File: config.mk
export PLATFORM = sky130hd
export DESIGN_NAME = ezv_cordic_cell
export DESIGN_NICKNAME = d
export VERILOG_FILES = /design/src/design/euler_zyx_to_unit_vector_defines.svh /design/src/design/ezv_pkg.sv /design/src/design/ezv_cordic_cell.sv
export SDC_FILE = /design/constraint.sdc
export NUM_CORES = 2
export LEC_CHECK = 0
export ABC_CLOCK_PERIOD_IN_PS = 6200
export BUFFER_PORTS_ARGS = -buffer_cell sky130_fd_sc_hd__clkbuf_2
export CORE_MARGIN = 8
export CORE_UTILIZATION = 55
export DETAILED_ROUTE_END_ITERATION = 8
export PLACE_DENSITY = 0.8
export SYNTH_ARGS = -nofsm -noshare
export SYNTH_HDL_FRONTEND = slang
export SYNTH_SLANG_ARGS = --single-unit
File: constraint.sdc
create_clock -name clock -period 6.2 [get_ports clock]
set_input_delay 0.62 -clock clock [delete_from_list [all_inputs] [get_ports clock]]
set_output_delay 0.62 -clock clock [all_outputs]
set_load 0.1 [all_outputs]
File: src/design/euler_zyx_to_unit_vector_defines.svh
// assertion macros used by the top-level design file
`ifndef EULER_ZYX_TO_UNIT_VECTOR_DEFINES_SVH
`define EULER_ZYX_TO_UNIT_VECTOR_DEFINES_SVH

// implication checked on every edge outside reset
`define EZV_ASSERT_IMPL(label, clk, rst, lhs, rhs, msg) \
   label: assert property (@(posedge clk) disable iff (rst) (lhs) |-> (rhs)) else $error(msg);

// implication with the right side checked in the next cycle, outside reset
`define EZV_ASSERT_NEXT(label, clk, rst, lhs, rhs, msg) \
   label: assert property (@(posedge clk) disable iff (rst) (lhs) |=> (rhs)) else $error(msg);

`endif

File: src/design/ezv_pkg.sv
package ezv_pkg;
   localparam int ANGLE_FRAC_BITS = 7;
   localparam int OUT_FRAC_BITS   = 14;
   localparam int TRIG_STAGES     = 16;
   localparam int CORDIC_STAGES   = (TRIG_STAGES < 32) ? TRIG_STAGES : 32;
   localparam int ANG_W           = 16;
   localparam int OUT_W           = 16;
   localparam int Q_W             = 34;
   localparam int Z_W             = 34;
   localparam int PROD_W          = 2 * Q_W;
   localparam int OUT_SH          = 30 - OUT_FRAC_BITS;
   // 2^(32-frac)/360 is 2^PHASE_SH/45
   localparam int PHASE_SH        = 29 - ANGLE_FRAC_BITS;

   localparam logic signed [Q_W-1:0] CORDIC_X0 = Q_W'(652032874);

   typedef logic signed [Q_W-1:0] q_type;
   typedef logic signed [Z_W-1:0] z_type;

   typedef struct packed {
      q_type x;
      q_type y;
      z_type z;
   } rot_type;

   typedef struct packed {
      rot_type [2:0] rot;
      logic    [2:0] flip;
   } lane_type;

   function automatic z_type atan_turn(input int i);
      unique case (i)
         0: atan_turn = Z_W'(536870912);
         1: atan_turn = Z_W'(316933406);
         2: atan_turn = Z_W'(167458907);
         3: atan_turn = Z_W'(85004756);
         4: atan_turn = Z_W'(42667331);
         5: atan_turn = Z_W'(21354465);
         6: atan_turn = Z_W'(10679838);
         7: atan_turn = Z_W'(5340245);
         8: atan_turn = Z_W'(2670163);
         9: atan_turn = Z_W'(1335087);
         10: atan_turn = Z_W'(667544);
         11: atan_turn = Z_W'(333772);
         12: atan_turn = Z_W'(166886);
         13: atan_turn = Z_W'(83443);
         14: atan_turn = Z_W'(41722);
         15: atan_turn = Z_W'(20861);
         16: atan_turn = Z_W'(10430);
         17: atan_turn = Z_W'(5215);
         18: atan_turn = Z_W'(2608);
         19: atan_turn = Z_W'(1304);
         20: atan_turn = Z_W'(652);
         21: atan_turn = Z_W'(326);
         22: atan_turn = Z_W'(163);
         23: atan_turn = Z_W'(81);
         24: atan_turn = Z_W'(41);
         25: atan_turn = Z_W'(20);
         26: atan_turn = Z_W'(10);
         27: atan_turn = Z_W'(5);
         28: atan_turn = Z_W'(3);
         29: atan_turn = Z_W'(1);
         30: atan_turn = Z_W'(1);
         default: atan_turn = '0;
      endcase
   endfunction

   // binary angle of the remainder after whole steps of 45, rounded half up
   function automatic logic [31:0] phase_frac(input logic [5:0] b);
      phase_frac = '0;
      for (int j = 0; j < 45; j++)
         if (b == 6'(j)) phase_frac = 32'(((64'(j) << PHASE_SH) + 64'd22) / 64'd45);
   endfunction

   // q4.30 product rounded half up
   function automatic q_type qmul(input q_type a, input q_type b);
      logic signed [PROD_W-1:0] p;
      p = PROD_W'(a) * PROD_W'(b) + PROD_W'(64'sd536870912);
      qmul = q_type'(p >>> 30);
   endfunction

   function automatic logic [OUT_W-1:0] to_out(input q_type v);
      logic signed [Q_W:0] r;
      r = (Q_W+1)'(v);
      if (OUT_SH > 0) r = (r + ((Q_W+1)'(1) <<< (OUT_SH - 1))) >>> OUT_SH;
      if (r > ((Q_W+1)'(1) <<< OUT_FRAC_BITS)) r = (Q_W+1)'(1) <<< OUT_FRAC_BITS;
      if (r < -((Q_W+1)'(1) <<< OUT_FRAC_BITS)) r = -((Q_W+1)'(1) <<< OUT_FRAC_BITS);
      to_out = r[OUT_W-1:0];
   endfunction
endpackage

File: src/design/ezv_cordic_cell.sv
// one cordic micro-rotation on all three angles, plus pipeline valid
module ezv_cordic_cell (
   input  logic                   clock,
   input  logic                   reset,
   input  logic [4:0]             shift,
   input  logic                   advance,
   input  logic                   valid_in,
   input  ezv_pkg::lane_type      lane_in,
   output logic                   valid_out,
   output ezv_pkg::lane_type      lane_out
);
   ezv_pkg::lane_type lane_in_c, lane_ff;
   logic valid_ff;
   ezv_pkg::z_type turn;

   always_comb begin
      turn = ezv_pkg::atan_turn(int'(shift));
      lane_in_c = lane_in;
      for (int k = 0; k < 3; k++) begin
         if (!lane_in.rot[k].z[ezv_pkg::Z_W-1]) begin
            lane_in_c.rot[k].x = lane_in.rot[k].x - (lane_in.rot[k].y >>> shift);
            lane_in_c.rot[k].y = lane_in.rot[k].y + (lane_in.rot[k].x >>> shift);
            lane_in_c.rot[k].z = lane_in.rot[k].z - turn;
         end else begin
            lane_in_c.rot[k].x = lane_in.rot[k].x + (lane_in.rot[k].y >>> shift);
            lane_in_c.rot[k].y = lane_in.rot[k].y - (lane_in.rot[k].x >>> shift);
            lane_in_c.rot[k].z = lane_in.rot[k].z + turn;
         end
      end
   end

   always_ff @(posedge clock) begin
      if (reset) valid_ff <= 1'b0;
      else if (advance) valid_ff <= valid_in;
      if (advance) lane_ff <= lane_in_c;
   end

   assign valid_out = valid_ff;
   assign lane_out  = lane_ff;
endmodule

Word level (Yosys, flattened, before mapping)
Memory sizes are Yosys's and may differ from the RTL's.
Cells that the tools add are included.
- register bits after elaboration: 310
- memories: 1
- bits in latches: 0
- RAM bits: 0
- input port bits: 318
- output and inout port bits: 310
- ROM bits: 960
- logic and storage cells: 39
- memory list (name ; depth ; bits a word ; rd ports ; clocked after Yosys merged registers in ; wr ports ; line ; text):
    (no name shown) ; 32 ; 30 ; 1 ; 0 ; 0 ; ezv_pkg.sv:32 ; unique case (i)
- shift-type cells: 6
- magnitude comparators: 0
- $mul: 0
- bitwise logic cells: 0
- reduce and logical (&&, ||, !) cells: 0
- mux-type cells: 3
- equal/unequal tests: 0
- divide/modulo/power cells: 0
- add/subtract/negate cells: 18
- operators with widths (kind ; count):
    34-bit adder ; 9
    102-bit 2-to-1 mux ; 3
    34-bit subtractor ; 9
    34-bit by 5-bit >>> shifter with 34-bit output ; 6

Logic depth before layout (Yosys ltp)
- word-level depth: 3
- depth in mapped cells: 29
- gate-level depth less buffers: 24

Least setup slack after synthesis
No wires, ideal clock.
- kind: input-to-reg
- start point: input port shift[1]
- end point: register lane_ff (netlist bit lane_out[135]) (data pin)
- library setup time: 0.258 ns
- buffers on the path: 4
- cell stages on the path: 26
- data required time: 5.942 ns
- setup slack: -0.487 ns
- arrival: 6.429 ns
- cells stage by stage: inv_2 buf_2 buf_2 buf_1 buf_2 ha_1 mux4_2 mux2_2 inv_1 ha_1 and3_1 and4_1 nand3_1 inv_1 nor2_1 mux2_2 ha_1 a21o_1 a21oi_1 nand3_1 o21ai_0 o31ai_1 a2111oi_0 o31ai_1 a21oi_1 xnor2_1
- RTL lines (element ; line ; text):
    start: declaration ; ezv_cordic_cell.sv:5 ; input logic [4:0] shift,
    end signal: assignment ; ezv_cordic_cell.sv:35 ; if (advance) lane_ff <= lane_in_c;
    end: declaration ; ezv_cordic_cell.sv:12 ; ezv_pkg::lane_type lane_in_c, lane_ff;

==> metrics.csv <==
stage,metric,value,unit
logic_synthesis,synth_mux_area_share,21.60,%
min_path,whs_path_depth,2,
sta,min_period,5.949,ns
clocking,cts_tree,built,
sta,tightest_slew,1.144,ns
critical_path,cp-end-kind,flop,
drt,drc,22,
place,io_buffers,627,
sta,finalSetupViolCount,0,
logic_synthesis,synth_top_area_cell,edfxtp_1,
clocking,cts_buffer_depth,3,
drt,via_per_inst,6.828,
logic_synthesis,postSynthAreaPerCell,9.287,µm²
drt,wl_per_cell,29.29,µm
sta,slew_headroom,23.72,%
critical_path,required,6.54,ns
clocking,numCtsBuffers,37,
logic_synthesis,syn-num-nets,5433,
place,dp.cells,7123,
sta,finalHoldViolations,0,
drt,first_pass_iters,9,
critical_path,path_class,input port to flop,
job,maxCapViolCount,0,
global_routing,grt_max_degree,137,
sta,min_period_over_period,95.95,%
logic_synthesis,synthCells,4794,
global_routing,grt_usage,44.60,%
logic_synthesis,synthSimpleGateAreaFrac,13.53,%
clocking,path_clk_slew,0.06,ns
global_routing,antenna_found_initial,37,
logic_synthesis,yosysWarningCount,0,
global_routing,grt-ovfl-total,0,
clocking,ctsHoldBuffers,0,
finish,utilization,70.29,%
critical_path,r2r_end,valid_out,
logic_synthesis,synthFlopType,edfxtp_1,
min_path,hp-start,reset,
clocking,h-tree-depth,2,
floorplanning,core_area,80290,µm²
drt,drtIter0Drc,5794,
min_path,hold_class,input port to flop,
critical_path,crit_fanout,30,
logic_synthesis,synth_xor_area_share,9.304,%
place,hpwl,165700,µm
global_routing,grt_pass1_wl,308800,µm
sta,hold_ws,0.1799,ns
logic_synthesis,synthArstFlopShare,0,%
logic_synthesis,synth_edf_count,309,
logic_synthesis,synthAdderAreaFrac,9.172,%
logic_synthesis,ys_seq_area_share,20.89,%
status,status,"finished, violations left",
place,place_area,55040,µm²
finish,design_area,56430,µm²
status,violations,design-rule violations,
finish,layout.nets,6742,
sta,setup_ws,0.2514,ns
drt,routed_wirelength,211400,µm
sta,clock.fmax,0.1681,GHz
floorplanning,dieArea,90310,µm²
logic_synthesis,synth.cell_area,44520,µm²
sta,drv_slew,0,
min_path,holdPathEnd,valid_out,
finish,fin_cells,7218,
critical_path,rr_startpoint,valid_out,
critical_path,r2r_cells,2,
pwr,powerDensity,311.2,nW/µm²
logic_synthesis,yosysTopAreaCellShare,20.84,%
global_routing,grt_pass1_vias,49190,
finish,drive_gt1_share,33.75,%
floorplanning,die_x,300.5,µm
floorplanning,start_util,55.46,%
clocking,clkLatencyLatePin,0.60,ns
logic_synthesis,synth_top_family_by_area,multiplexers,
logic_synthesis,synth-compound-area-share,21.25,%
place,dp_slack,-0.3314,ns
drt,vias,49280,
pwr,vdd_ir_drop_max,0.0006266,V
clocking,ctsRootBufferMaster,clkbuf_16,
clocking,clock-sinks,310,
place,place.gp.congestion,1.116,
pwr,p_leak,0.02498,µW
critical_path,ff2ff_setup_slack,5.60,ns
critical_path,startpoint_type,input port,
critical_path,cp.arrival,6.29,ns
sta,skew,0,ns
finish,area_growth,26.74,%
logic_synthesis,yosysUniqueCellTypes,113,
logic_synthesis,synth_seq_cells,310,
logic_synthesis,synthTopCellsByArea,"edfxtp_1 21%, mux4_2 14%, ha_1 8.8%, xnor2_1 6.4%, mux2i_1 5.5%",
floorplanning,num_io_pins,628,
floorplanning,rows,104,
floorplanning,die_h,300.5,µm
drt,ant_nets,0,
-- synthesized netlist by cell type, drive strengths merged (12+ instances only) --
cell	count
nand2	338
nor2	381
a211o	13
o211ai	45
nor3	55
nor3b	17
and4	16
mux2i	244
a22oi	22
o22ai	66
xor2	147
nor4	17
nand4	24
o221ai	15
buf	155
a211oi	60
o31ai	21
o21bai	42
nand3	96
mux2	91
a21boi	25
xnor2	326
edfxtp	309
a21o	137
and2	51
a21oi	419
o21ai	259
a221oi	21
or2	25
nor2b	49
inv	122
ha	312
a31oi	76
and3	44
o21a	67
a31o	12
clkbuf	117
nand2b	76
mux4	273
-- registers in the layout (all words and copies together), names as in the netlist --
| name | count |
|---|---|
| lane_out | 309 |
| valid_out | 1 |
-- area by class of cell --
| class | count | area (µm²) |
|---|---|---|
| Multi-Input combinational cell | 4090 | 33470 |
| Fill cell | 6037 | 23860 |
| Timing Repair Buffer | 1542 | 10580 |
| Sequential cell | 310 | 9299 |
| Tap cell | 1060 | 1326 |
| Clock buffer | 49 | 970.9 |
| Inverter | 122 | 465.4 |
| Clock inverter | 15 | 251.5 |
| Antenna cell | 30 | 75.07 |
-- logic make-up after synthesis --
family          count (synthesis)
mux                           608
buf+inv                       394
fa+ha+maj                     321
compound gates               1452
simple gates                 1236
xor+xnor                      473
flops                         310
-- worst max-delay path by stage --
stage | start | endpoint | slack (ns) | cells after the start
finish | shift[0] | lane_out[101] | 0.25 | 22
global route | shift[0] | lane_out[274] | -0.04 | 25
CTS | shift[0] | lane_out[274] | 0.26 | 23
detailed placement | shift[0] | lane_out[274] | -0.33 | 24
global placement | shift[0] | lane_out[274] | -0.22 | 23
floorplan | shift[1] | lane_out[36] | 0.01 | 28
-- worst max-delay path, stage by stage --
cell and delay, ns:
buf_8 0.23, buf_12 0.26, buf_12 0.25, mux4_2 0.56, mux4_2 0.58, a2bb2oi_1 0.32, buf_4 0.21, ha_1 0.23
nor2_1 0.10, a21oi_1 0.09, fa_1 0.48, a21o_1 0.18, a21oi_1 0.21, nand2b_1 0.18, a21oi_1 0.10, o21ba_2 0.24
o31ai_1 0.25, buf_4 0.16, o21ai_0 0.13, a2111oi_0 0.56, o21bai_1 0.16, xor2_1 0.16
-- per-layer routing --
metal	global-route usage [%]	share of wire, %	up-vias
li1	-	-	21110
met1	49.33	33	23420
met2	72.94	46	3706
met3	12.32	11	1033
met4	33.55	9.5	16
met5	0	0.045	-
-- repair_timing --
item                                    in CTS  in global routing
endpoints found under the setup margin       0                 12
setup buffers                                0                  1
hold endpoints to repair                     0                  0
resized for setup                            0                 16
-- per-stage QoR --
| step | TNS, ns | total power, µW |
|---|---|---|
| CTS | 0 | 17340 |
| detailed placement | -3.344 | 14970 |
| finish | 0 | 17560 |
| global placement | -0.8923 | 14760 |
| floorplan | 0 | 11570 |
| global route | -0.05635 | 18140 |
-- cells in the final DEF, fill, tap and decap left out, drive strengths merged, types with 67 or more instances in the layout --
cell	count
nand2	338
nor2	381
xor2	147
nand2b	76
a31oi	76
inv	121
a21oi	419
ha	312
mux2i	244
edfxtp	309
mux2	91
xnor2	326
nand3	96
a21o	137
mux4	273
clkbuf	668
o21ai	259
o21a	67
buf	923
-- where the power goes --
| group | switching (µW) | leakage, µW | internal [µW] | total [µW] |
|---|---|---|---|---|
| combinational | 8310 | 0.0214 | 3610 | 11900 |
| sequential | 203 | 0.00303 | 3140 | 3340 |
| clock | 977 | 0.000581 | 1320 | 2300 |
(Power assumes the default switching activity.)
